## src/rtl/core/wpwr_pkg.sv

```systemverilog
package wpwr_pkg;

   // Operation codes carried on the request tuser
   localparam int unsigned OP_W = 2;
   typedef logic [OP_W-1:0] op_type;

   localparam op_type OP_WRITE     = 2'd0;
   localparam op_type OP_PICK_NEW  = 2'd1;
   localparam op_type OP_PICK_CONT = 2'd2;
   localparam op_type OP_NONE      = 2'd3;

   // Fixed field widths
   localparam int unsigned WEIGHT_W  = 32;
   localparam int unsigned RND_W     = 64;
   localparam int unsigned BIT_W     = $clog2(RND_W);
   localparam int unsigned IDX_OUT_W = 6;
   localparam int unsigned CSR_W     = 7;

   // Stream payload widths (whole bytes)
   localparam int unsigned REQ_DATA_W = 104;
   localparam int unsigned RSP_DATA_W = 8;

   typedef logic [WEIGHT_W-1:0] weight_type;

endpackage

```

## src/rtl/core/wpwr_alu.sv

```systemverilog
module wpwr_alu #(
   parameter int unsigned W = 39
) (
   input  logic [W-1:0] a,
   input  logic [W-1:0] b,
   input  logic         subtract,
   output logic [W-1:0] result,
   output logic         carry
);

   logic [W:0] full;
   logic [W-1:0] b_eff;

   // Subtract as a + ~b + 1; carry set means a >= b
   always_comb begin
      b_eff  = subtract ? ~b : b;
      full   = {1'b0, a} + {1'b0, b_eff} + (W+1)'(subtract);
      result = full[W-1:0];
      carry  = full[W];
   end

endmodule

```

## src/rtl/core/wpwr_wmem.sv

```systemverilog
module wpwr_wmem #(
   parameter int unsigned DEPTH = 64,
   parameter int unsigned AW    = 6
) (
   input  logic                 clock,
   input  logic                 wr_en,
   input  logic [AW-1:0]        wr_addr,
   input  wpwr_pkg::weight_type wr_data,
   input  logic [AW-1:0]        rd_addr,
   output wpwr_pkg::weight_type rd_data
);

   import wpwr_pkg::*;

   weight_type weight_mem_ff [DEPTH];
   weight_type rd_data_ff;

   always_ff @(posedge clock) begin
      if (wr_en) begin
         weight_mem_ff[wr_addr] <= wr_data;
      end
      rd_data_ff <= weight_mem_ff[rd_addr];
   end

   assign rd_data = rd_data_ff;

endmodule

```

## src/rtl/core/weighted_pick_without_replacement.sv

```systemverilog
// Channel  Dir  Handshake              Payload
// req      in   req_tvalid/req_tready  tuser: operation; tdata: index, weight, random
// rsp      out  rsp_tvalid/rsp_tready  tuser: chosen_valid; tdata: chosen_index
// csr      in   csr_wr_en              csr_wr_data: entry_count
//
// A write, a no-op or a pick on an empty table goes through the response state
// to the output register as an invalid result. A pick runs a sum pass over the
// candidate weights, a restoring modulo over the 64 random bits and a subtracting
// walk; a refill of the candidates adds one more sum pass. The single weight
// memory read port and the one shared adder/subtractor serialise these passes.
// Reset is synchronous and clears the sequencer, candidates, count and output.
// A waiting result does not block the next item; the sequencer holds only when
// a new result is ready while the previous one is still not taken.
module weighted_pick_without_replacement #(
   parameter int unsigned MAX_ENTRIES = 64
) (
   input  logic                              clock,
   input  logic                              reset,
   // req_tdata, low bit up: entry_index[5:0], weight_value[37:6],
   // random_value[101:38], zero fill[103:102]
   input  logic [wpwr_pkg::REQ_DATA_W-1:0]   req_tdata,
   // req_tuser: operation[1:0]
   input  logic [wpwr_pkg::OP_W-1:0]         req_tuser,
   input  logic                              req_tvalid,
   output logic                              req_tready,
   // rsp_tdata, low bit up: chosen_index[5:0], zero fill[7:6]
   output logic [wpwr_pkg::RSP_DATA_W-1:0]   rsp_tdata,
   // rsp_tuser: chosen_valid[0]
   output logic                              rsp_tuser,
   output logic                              rsp_tvalid,
   input  logic                              rsp_tready,
   input  logic                              csr_wr_en,
   input  logic [wpwr_pkg::CSR_W-1:0]        csr_wr_data
);

   import wpwr_pkg::*;

   localparam int unsigned IDX_W = $clog2(MAX_ENTRIES);
   localparam int unsigned CNT_W = $clog2(MAX_ENTRIES + 1);
   localparam int unsigned SUM_W = WEIGHT_W + CNT_W;
   localparam int unsigned ALU_W = SUM_W + 1;

   localparam logic [2:0] ST_IDLE = 3'd0;
   localparam logic [2:0] ST_SUM  = 3'd1;
   localparam logic [2:0] ST_MOD  = 3'd2;
   localparam logic [2:0] ST_WALK = 3'd3;
   localparam logic [2:0] ST_RESP = 3'd4;

   logic [2:0]             state_ff, state_in;
   logic [MAX_ENTRIES-1:0] mask_ff, mask_in;
   logic [CSR_W-1:0]       count_ff;
   logic [CNT_W-1:0]       idx_ff, idx_in;
   logic                   pend_ff, pend_in;
   logic [IDX_W-1:0]       pend_idx_ff, pend_idx_in;
   logic [SUM_W-1:0]       acc_ff, acc_in;
   logic [SUM_W-1:0]       rem_ff, rem_in;
   logic [RND_W-1:0]       rnd_ff, rnd_in;
   logic [BIT_W-1:0]       bit_cnt_ff, bit_cnt_in;
   logic                   first_seen_ff, first_seen_in;
   logic [IDX_W-1:0]       first_idx_ff, first_idx_in;
   logic [IDX_W-1:0]       res_idx_ff, res_idx_in;
   logic                   res_valid_ff, res_valid_in;
   logic                   rsp_valid_ff, rsp_valid_in;
   logic [IDX_OUT_W-1:0]   rsp_idx_ff, rsp_idx_in;
   logic                   rsp_flag_ff, rsp_flag_in;

   logic [CNT_W-1:0]       used_n;
   logic [MAX_ENTRIES-1:0] full_mask;
   op_type                 req_op;
   logic [IDX_OUT_W-1:0]   req_eidx;
   weight_type             req_weight;
   logic [RND_W-1:0]       req_rnd;
   logic                   accept;
   logic                   issue;
   logic [IDX_W-1:0]       rd_addr;
   weight_type             rd_data;
   logic                   wr_en;
   weight_type             wr_data;
   logic [ALU_W-1:0]       alu_a, alu_b, alu_result, w_ext;
   logic                   alu_sub, alu_carry;
   logic                   pick_done;
   logic [IDX_W-1:0]       pick_idx;

   // Unpack request fields
   assign req_op     = req_tuser;
   assign req_eidx   = req_tdata[5:0];
   assign req_weight = req_tdata[37:6];
   assign req_rnd    = req_tdata[101:38];

   assign req_tready = (state_ff == ST_IDLE);
   assign accept     = req_tvalid && req_tready;

   // Entries in use, saturated to the table size; all of them as candidates
   always_comb begin
      if (32'(count_ff) > 32'(MAX_ENTRIES)) begin
         used_n = CNT_W'(MAX_ENTRIES);
      end else begin
         used_n = CNT_W'(count_ff);
      end
      for (int i = 0; i < MAX_ENTRIES; i++) begin
         full_mask[i] = (CNT_W'(i) < used_n);
      end
   end

   // Weight writes: floor zero at one, drop indexes past the table
   assign wr_en   = accept && (req_op == OP_WRITE) && (32'(req_eidx) < 32'(MAX_ENTRIES));
   assign wr_data = (req_weight == '0) ? WEIGHT_W'(1) : req_weight;

   // One weight read per cycle while the walk pointer is inside the entries in use
   assign issue   = (idx_ff < used_n);
   assign rd_addr = idx_ff[IDX_W-1:0];
   assign w_ext   = ALU_W'(rd_data);

   wpwr_wmem #(
      .DEPTH (MAX_ENTRIES),
      .AW    (IDX_W)
   ) u_wmem (
      .clock   (clock),
      .wr_en   (wr_en),
      .wr_addr (IDX_W'(req_eidx)),
      .wr_data (wr_data),
      .rd_addr (rd_addr),
      .rd_data (rd_data)
   );

   // Shared adder/subtractor: accumulate in the sum pass, trial-subtract in the
   // modulo, subtract weights from the roll in the walk
   always_comb begin
      case (state_ff)
         ST_MOD: begin
            alu_a   = {rem_ff, rnd_ff[RND_W-1]};
            alu_b   = ALU_W'(acc_ff);
            alu_sub = 1'b1;
         end
         ST_WALK: begin
            alu_a   = ALU_W'(rem_ff);
            alu_b   = w_ext;
            alu_sub = 1'b1;
         end
         default: begin
            alu_a   = ALU_W'(acc_ff);
            alu_b   = w_ext;
            alu_sub = 1'b0;
         end
      endcase
   end

   wpwr_alu #(
      .W (ALU_W)
   ) u_alu (
      .a        (alu_a),
      .b        (alu_b),
      .subtract (alu_sub),
      .result   (alu_result),
      .carry    (alu_carry)
   );

   // Sequencer
   always_comb begin
      state_in      = state_ff;
      mask_in       = mask_ff;
      idx_in        = idx_ff;
      pend_in       = pend_ff;
      pend_idx_in   = pend_idx_ff;
      acc_in        = acc_ff;
      rem_in        = rem_ff;
      rnd_in        = rnd_ff;
      bit_cnt_in    = bit_cnt_ff;
      first_seen_in = first_seen_ff;
      first_idx_in  = first_idx_ff;
      res_idx_in    = res_idx_ff;
      res_valid_in  = res_valid_ff;
      rsp_valid_in  = rsp_valid_ff;
      rsp_idx_in    = rsp_idx_ff;
      rsp_flag_in   = rsp_flag_ff;
      pick_done     = 1'b0;
      pick_idx      = '0;

      // Drop the output item once taken
      if (rsp_valid_ff && rsp_tready) begin
         rsp_valid_in = 1'b0;
      end

      unique case (state_ff)
         ST_IDLE: begin
            if (accept) begin
               res_valid_in = 1'b0;
               res_idx_in   = '0;
               rnd_in       = req_rnd;
               idx_in       = '0;
               pend_in      = 1'b0;
               acc_in       = '0;
               if ((req_op == OP_PICK_NEW || req_op == OP_PICK_CONT) && used_n != '0) begin
                  if (req_op == OP_PICK_NEW) begin
                     mask_in = full_mask;
                  end
                  state_in = ST_SUM;
               end else begin
                  // writes, no-op code and empty table answer invalid
                  state_in = ST_RESP;
               end
            end
         end

         ST_SUM: begin
            pend_in     = issue && mask_ff[rd_addr];
            pend_idx_in = rd_addr;
            if (issue) begin
               idx_in = idx_ff + CNT_W'(1);
            end
            if (pend_ff) begin
               acc_in = alu_result[SUM_W-1:0];
            end
            if (!issue && !pend_ff) begin
               if (acc_ff == '0) begin
                  // no candidates left: refill and sum again
                  mask_in = full_mask;
                  idx_in  = '0;
               end else begin
                  rem_in     = '0;
                  bit_cnt_in = '1;
                  state_in   = ST_MOD;
               end
            end
         end

         ST_MOD: begin
            // restoring remainder, one random bit per cycle from the top
            rnd_in     = rnd_ff << 1;
            bit_cnt_in = bit_cnt_ff - BIT_W'(1);
            if (alu_carry) begin
               rem_in = alu_result[SUM_W-1:0];
            end else begin
               rem_in = alu_a[SUM_W-1:0];
            end
            if (bit_cnt_ff == '0) begin
               idx_in        = '0;
               pend_in       = 1'b0;
               first_seen_in = 1'b0;
               state_in      = ST_WALK;
            end
         end

         ST_WALK: begin
            pend_in     = issue && mask_ff[rd_addr];
            pend_idx_in = rd_addr;
            if (issue) begin
               idx_in = idx_ff + CNT_W'(1);
            end
            if (pend_ff) begin
               if (!first_seen_ff) begin
                  first_seen_in = 1'b1;
                  first_idx_in  = pend_idx_ff;
               end
               if (!alu_carry) begin
                  // roll below this weight: take it
                  pick_done = 1'b1;
                  pick_idx  = pend_idx_ff;
               end else begin
                  rem_in = alu_result[SUM_W-1:0];
               end
            end else if (!issue) begin
               // walk ran off the end: fall back to the lowest candidate
               pick_done = 1'b1;
               pick_idx  = first_idx_ff;
            end
            if (pick_done) begin
               mask_in[pick_idx] = 1'b0;
               res_valid_in      = 1'b1;
               res_idx_in        = pick_idx;
               pend_in           = 1'b0;
               state_in          = ST_RESP;
            end
         end

         ST_RESP: begin
            // hold until the output register is free
            if (!rsp_valid_ff || rsp_tready) begin
               rsp_valid_in = 1'b1;
               rsp_idx_in   = IDX_OUT_W'(res_idx_ff);
               rsp_flag_in  = res_valid_ff;
               state_in     = ST_IDLE;
            end
         end

         default: begin
            state_in = ST_IDLE;
         end
      endcase
   end

   always_ff @(posedge clock) begin
      if (reset) begin
         state_ff     <= ST_IDLE;
         mask_ff      <= '0;
         count_ff     <= '0;
         pend_ff      <= 1'b0;
         rsp_valid_ff <= 1'b0;
      end else begin
         state_ff     <= state_in;
         mask_ff      <= mask_in;
         pend_ff      <= pend_in;
         rsp_valid_ff <= rsp_valid_in;
         if (csr_wr_en) begin
            count_ff <= csr_wr_data;
         end
      end
   end

   always_ff @(posedge clock) begin
      idx_ff        <= idx_in;
      pend_idx_ff   <= pend_idx_in;
      acc_ff        <= acc_in;
      rem_ff        <= rem_in;
      rnd_ff        <= rnd_in;
      bit_cnt_ff    <= bit_cnt_in;
      first_seen_ff <= first_seen_in;
      first_idx_ff  <= first_idx_in;
      res_idx_ff    <= res_idx_in;
      res_valid_ff  <= res_valid_in;
      rsp_idx_ff    <= rsp_idx_in;
      rsp_flag_ff   <= rsp_flag_in;
   end

   assign rsp_tvalid = rsp_valid_ff;
   assign rsp_tdata  = RSP_DATA_W'(rsp_idx_ff);
   assign rsp_tuser  = rsp_flag_ff;

`ifndef ASSERT_OFF
   // The roll stays below the candidate total through modulo and walk
   a_roll_below_total: assert property (@(posedge clock) disable iff (reset)
      (state_ff == ST_MOD || state_ff == ST_WALK) |-> (rem_ff < acc_ff))
      else $error("roll not below candidate total");

   // A chosen entry leaves the candidate set
   a_pick_removed: assert property (@(posedge clock) disable iff (reset)
      pick_done |=> !mask_ff[$past(pick_idx)])
      else $error("picked entry still a candidate");

   // A valid pick names an entry in use
   a_pick_in_range: assert property (@(posedge clock) disable iff (reset)
      (state_ff == ST_RESP && res_valid_ff) |-> (CNT_W'(res_idx_ff) < used_n))
      else $error("picked entry outside entries in use");
`endif

endmodule
```

## config.mk

```make
export PLATFORM = sky130hd
export DESIGN_NAME = weighted_pick_without_replacement
export DESIGN_NICKNAME = d
export VERILOG_FILES = /design/src/rtl/core/wpwr_pkg.sv /design/src/rtl/core/wpwr_alu.sv /design/src/rtl/core/wpwr_wmem.sv /design/src/rtl/core/weighted_pick_without_replacement.sv
export SDC_FILE = /design/constraint.sdc
export NUM_CORES = 2
export LEC_CHECK = 0
export BUFFER_PORTS_ARGS = -buffer_cell sky130_fd_sc_hd__buf_4
export CAP_MARGIN = 10
export CORE_ASPECT_RATIO = 0.8
export CORE_MARGIN = 5
export CORE_UTILIZATION = 45
export CTS_CLUSTER_SIZE = 28
export DETAILED_ROUTE_END_ITERATION = 10
export PLACE_DENSITY = 0.58
export SETUP_SLACK_MARGIN = 0.2
export SYNTH_ARGS = -nofsm -noshare
export SYNTH_HDL_FRONTEND = slang
export SYNTH_SLANG_ARGS = --single-unit
```

## constraint.sdc

```tcl
create_clock -name clock -period 13.85 [get_ports clock]
set_clock_uncertainty 0.05 [all_clocks]
set_input_delay 2.0775 -clock clock [delete_from_list [all_inputs] [get_ports clock]]
set_output_delay 2.0775 -clock clock [all_outputs]
set_load 0.005 [all_outputs]
```

* Yosys cells after proc, flatten, opt, wreduce, memory -nomap -nowiden *
Memories as Yosys holds them, arrays and structs flattened. A register that Yosys moved wholly into a read port is not among the register bits.
Index checks and enable logic that the tools add are counted.

storage, ports and cells
  register bits = 258
  memory bits (writable) = 2048
  input bits = 118
  logic and storage cells = 221
  memories = 1

operators by class
  add/subtract/negate cells = 4
  $lt $le $gt $ge = 69
  equal/unequal tests = 18
  mux-type cells = 69
  bitwise gates (word level) = 4
  reductions and logical operators = 39

memory list
  name                  words  width  rd ports  clocked after Yosys merged registers in  write ports  RTL line         RTL
  u_wmem.weight_mem_ff  64     32     1         1                                        1            wpwr_wmem.sv:15  weight_type weight_mem_ff [DEPTH];

operator list
  cell                number
  $mux 64             7
  $mux 39             8
  $lt 6x7->1 const A  32
  $pmux 64 s3         1
  $pmux 64 s2         1
  $pmux 39 s3         1
  $lt 5x7->1 const A  16
  $pmux 40 s2         1
  $pmux 39 s2         1
  $and 64x64->64      1
  $not 64->64         1
  $lt 4x7->1 const A  8
  $mux 6              8
  $mux 7              6
  $add 40x40->41      1
  $add 41x1->41       1
  $mux 40             1
  $not 39->40         1
  $logic_not 39->1    1
  $logic_not 32->1    1
  $mux 32             1
  $lt 3x7->1 const A  4
  $pmux 7 s4          1
  $pmux 6 s2          2
  39 further kinds    97

* Depth between registers and ports, before layout *
  depth in word-level cells = 17
  gate-level depth with buffers = 22
  depth with buffers taken out = 17

* By module *
A second synthesis with hierarchy kept.

unflattened totals
  cell total of the unflattened synthesis = 5325
  area, all modules = 95282.6 µm²

by module, submodules not included
  module                             instances  cells each  area each (µm²)  sequential area each (µm²)
  wpwr_wmem                          1          3464        78675.5          62139.6
  weighted_pick_without_replacement  1          1480        13932.1          6986.7
  wpwr_alu                           1          381         2675.1           0.0

* Worst setup path before layout *
Ideal clock, no wire load.

  kind = input to register
  start point = in req_tvalid
  end point = reg acc_ff[0], enable pin
  setup time = 0.484 ns
  arrival = 4.820 ns
  setup slack = 8.497 ns
  cell stages on the path = 2
  buffers on the path = 0
  cell sequence = mux2i_1 -> nor3_1

on the way
  word-level cells in the longest chain between the ends = 3

RTL lines
  what                               RTL line                                  RTL
  start, declared                    weighted_pick_without_replacement.sv:24   input logic req_tvalid,
  $logic_and 1x1->1                  weighted_pick_without_replacement.sv:91   assign accept = req_tvalid && req_tready;
  $ne 2x1->1 (no source line)        n/a
  $reduce_and 3->1 (no source line)  n/a
  end signal, assigned               weighted_pick_without_replacement.sv:313  acc_ff <= acc_in;
  end, declared                      weighted_pick_without_replacement.sv:55   logic [SUM_W-1:0] acc_ff, acc_in;

No other way between the ends.
A chain may end at the register's enable or synchronous reset.

* Worst setup path after layout *
  start point = reg state_ff[0]
  end point = reg mask_ff[55]

on the way
  word-level cells in the longest chain between the ends = 17

RTL lines
  what                                                                   RTL line                                                                            RTL
  start, declared                                                        weighted_pick_without_replacement.sv:49                                             logic [2:0] state_ff, state_in;
  start signal, assigned                                                 weighted_pick_without_replacement.sv:300                                            state_ff <= state_in;
  $eq 3x2->1, on equally long branches                                   weighted_pick_without_replacement.sv:129, weighted_pick_without_replacement.sv:184
  $reduce_or 2->1 (no source line) / $mux 39 (equally long branches)     n/a
  $mux 1 / $not 39->40 (equally long branches)                           weighted_pick_without_replacement.sv:129, wpwr_alu.sv:16
  $mux 40                                                                wpwr_alu.sv:16                                                                      b_eff = subtract ? ~b : b;
  $add 40x40->41                                                         wpwr_alu.sv:17                                                                      full = {1'b0, a} + {1'b0, b_eff} + (W+1)'(subtract);
  $add 41x1->41                                                          wpwr_alu.sv:17
  $mux 6                                                                 weighted_pick_without_replacement.sv:255                                            if (!alu_carry) begin
  $mux 6                                                                 weighted_pick_without_replacement.sv:250                                            if (pend_ff) begin
  $mux 6                                                                 weighted_pick_without_replacement.sv:184                                            unique case (state_ff)
  $lt 6x7->1 (implied by the code) / $ge 6x1->1 (equally long branches)  weighted_pick_without_replacement.sv:268                                            mask_in[pick_idx] = 1'b0;
  $logic_and 1x1->1 (implied by the code)                                weighted_pick_without_replacement.sv:268
  $mux 1 (implied by the code)                                           weighted_pick_without_replacement.sv:268
  $demux 1 s6                                                            weighted_pick_without_replacement.sv:268
  $not 64->64 (no source line)                                           n/a
  $and 64x64->64 (no source line)                                        n/a
  $mux 64                                                                weighted_pick_without_replacement.sv:267                                            if (pick_done) begin
  $pmux 64 s3                                                            weighted_pick_without_replacement.sv:184
  end signal, assigned                                                   weighted_pick_without_replacement.sv:301                                            mask_ff <= mask_in;
  end, declared                                                          weighted_pick_without_replacement.sv:50                                             logic [MAX_ENTRIES-1:0] mask_ff, mask_in;

Parallel ways exist; a longest one is shown, timed or not. The select of a mux whose other input is x is not followed.

==> out/qor.yml <==
synth_enable_flop_cells: 2230
layout_min_cycle_time_ns: 6.57
slowest_delay_ns: 0.70
grt_pass1_vias: 47553
numPortBuffers: 124
crit_path_frequent_cell: "buf_4"
worst_path_dominant_cell_family: "compound AO/OA/AOI/OAI gates"
finalCritPeriodShare_pct: 47.4
crit_chain: "buf_4 > nor2_1 > nand2_4 > buf_4 > o21ai_0 > ha_1 > nand3_1 > nor3_2 > o211ai_1 > a2111oi_4 > o21ai_2 > buf_4 > a32oi_1 > nand2b_1 > o211ai_1 > nand3_1"
num-nets-final: 5145
cts_resized: 0
start_util_pct: 45.2
top_usage_layer: "met2"
syn2layout_area_growth_pct: 13.0
dpl.hpwl_um: 131000
drtIter0Drc: 5466
antenna_found_initial: 41
dpl_cell_area_um2: 99100
relSlewSlack_pct: 26.2
final_design_area_no_fill_um2: 107000
grt_pass1_wl_um: 350000
die_h_um: 420
drt_drc_violations_left: 0
ant_nets: 0
viasPerCell: 5.99
worst_ir_drop_vdd_mv: 0.158
avgSynthCellArea_um2: 19.6
hold_buffers: 0
maxCapViolations: 0
cp-start-kind: "flip-flop"
fp-row-count: 150
routabilityCongestion: 0.843
path_buf_inv: 3
netSwitchingPower_w: 0.00736
first_pass_iters: 5
synth_ff_type: "edfxtp_1"
die-area_um2: 219000
arrival_ns: 7.19
yosysSeqAreaShare_pct: 73.2
grt_max_degree: 125
power.internal_w: 0.0149
clkPwrFrac_pct: 28.1
p_seq_share_pct: 37.9
p_leak_nw: 33.8
clk_path_buf_depth: 3
worstSetupPathType: "reg -> reg"
worstHoldPathType: "reg -> reg"
grt_use_met3_pct: 4.29
ys_warn_count: 0
dpl.cell_count: 7560
fin_cells: 8014
fmax_ghz: 0.152
cts_tree: "done"
dr_total_vias: 48004
placeableCoreArea_um2: 209000
finalHoldViolCount: 0
clk-insertion-delay-late_ns: 0.85
syn_inst: 4817
ys_types: 91
grt_setup_unrepaired: "no"
swShare_pct: 33.1
comb_power_share_pct: 34.0
outcome: "finished clean"
yosys_register_bits: 2338
clockRootBuffer: "clkbuf_16"
wl_um: 246000
wl_per_cell_um: 30.7
p_per_area_nw_per_um2: 208
crit_path_end_kind: "flip-flop"
grt_use_met1_pct: 33.3
die_w_um: 522
finalSetupTns_ns: 0
htree_levels: 4
layout-drive-gt1-share_pct: 26.5
track_usage_pct: 22.3
crit_fanout: 65
clock-sinks: 2338
pin_count: 129
critPathSlowestCell: "a32oi_1"
gr-total-overflow: 0
tightest_slew_ns: 1.10
cp.required_ns: 14.47
finalMaxSlewViolations: 0
cts-buffers-inserted: 227
synth_area_um2: 94400
gr-usage-met2_pct: 34.5
async_flop_share_pct: 0
post_cts_buffers: 0
setup_viol: 0
clk_pin_slew_ns: 0.06
-- cell type report --
type	instances	area [µm²]
clock buffer	284	6060
antenna	26	65.1
clock inverter	144	1460
fill	16639	102000
timing repair buffer	238	1870
multi-input combinational	2149	24500
tap	2812	3520
inverter	23	86.3
sequential	2338	69100
-- registers in the layout (all words and copies together) (netlist names), 7 cells and up --
signal,count
idx_ff,7
u_wmem.rd_data,32
acc_ff,39
rem_ff,39
count_ff,7
rnd_ff,64
mask_ff,64
u_wmem.weight_mem_ff,2048
-- logic make-up (layout without fill, tap and decap cells) --
family                   Yosys count  in the layout  synth area share, %
other                              1             28              0.00397
multiplexers                     747            747                 17.1
buffers and inverters            331            689                 1.40
flip-flops                      2338           2338                 73.2
AND/OR/NAND/NOR                  800            800                 3.67
XOR/XNOR                          75             75                0.696
AO/OA/AOI/OAI                    475            475                 3.26
adder cells (fa/ha/maj)           50             50                0.670
-- worst reg2reg max path: stages (launching register included) --
cell       delay [ns]
dfxtp_2          0.32
buf_4            0.66
nor2_1           0.26
nand2_4          0.56
buf_4            0.65
o21ai_0          0.23
ha_1             0.48
nand3_1          0.20
nor3_2           0.30
o211ai_1         0.32
a2111oi_4        0.59
o21ai_2          0.08
buf_4            0.25
a32oi_1          0.72
nand2b_1         0.39
o211ai_1         0.26
nand3_1          0.09
-- power by group through the flow --
stage / logic, W / registers (W) / clock network [W]
6_report: 0.00756 / 0.00842 / 0.00623
5_1_grt: 0.00812 / 0.00845 / 0.00667
4_1_cts: 0.00763 / 0.00842 / 0.00636
3_5_place_dp: 0.00761 / 0.00857 / 0
3_3_place_gp: 0.00757 / 0.00856 / 0
2_1_floorplan: 0.00513 / 0.00848 / 0
-- through the flow --
step           setup slack [ns]  power (W)  util, %  hold slack, ns
2_1_floorplan              8.50     0.0136        -           0.350
3_3_place_gp               7.52     0.0161     47.4           0.369
3_5_place_dp               7.41     0.0162     47.4           0.365
4_1_cts                    7.36     0.0224     51.0           0.380
5_1_grt                    6.84     0.0232     51.1           0.391
6_report                   7.28     0.0222     51.1           0.377
-- cell usage in the layout (no fill, tap or decap), types with 20 or more instances in the layout --
master	count
edfxtp_1	2230
mux4_2	693
nand2_1	421
clkbuf_16	231
buf_4	231
o21ai_0	179
nor2_1	129
dfxtp_1	107
a21oi_1	91
nor2_4	64
clkinv_1	56
mux2i_1	53
xor2_1	51
ha_1	49
o211ai_1	45
clkbuf_1	45
clkinv_2	38
nand3_1	34
a21o_1	31
diode_2	26
bufinv_16	25
xnor2_1	24
inv_1	22
nor4_1	20
and3_1	20
-- routing by layer --
layer  part of all wire, %  wire [µm]  vias up
li1                      -          -    20110
met1                    43     107000    25791
met2                    47     116000     1795
met3                   7.7      19000      302
met4                   2.0       4800        6
met5                 0.014         35        -
-- synthesized netlist by cell type, types with 15 or more instances --
master	number	area (µm²)
edfxtp_1	2230	67000
mux4_2	693	15600
nand2_1	422	1580
clkbuf_1	214	803
nor2_1	194	728
o21ai_0	179	896
dfxtp_1	108	2160
a21oi_1	91	455
buf_1	62	233
mux2i_1	53	531
xor2_1	51	447
ha_1	49	613
o211ai_1	45	338
nand3_1	34	170
a21o_1	31	233
xnor2_1	24	210
buf_2	23	115
inv_1	23	86.3
and3_1	20	125
nor4_1	20	125
nor3_1	16	80.1
a31oi_1	15	93.8
-- worst paths after layout --
path | cells after the start | endpoint | startpoint | slack (ns)
setup reg to reg | 16 | mask_ff[55] | state_ff[0] | 7.28
hold reg to reg | 0 | rsp_idx_ff[1] | res_idx_ff[1] | 0.38
hold / removal | 0 | rsp_idx_ff[1] | res_idx_ff[1] | 0.38
setup / recovery | 16 | mask_ff[55] | state_ff[0] | 7.28
No activity file was read; power rests on OpenSTA's default activity.
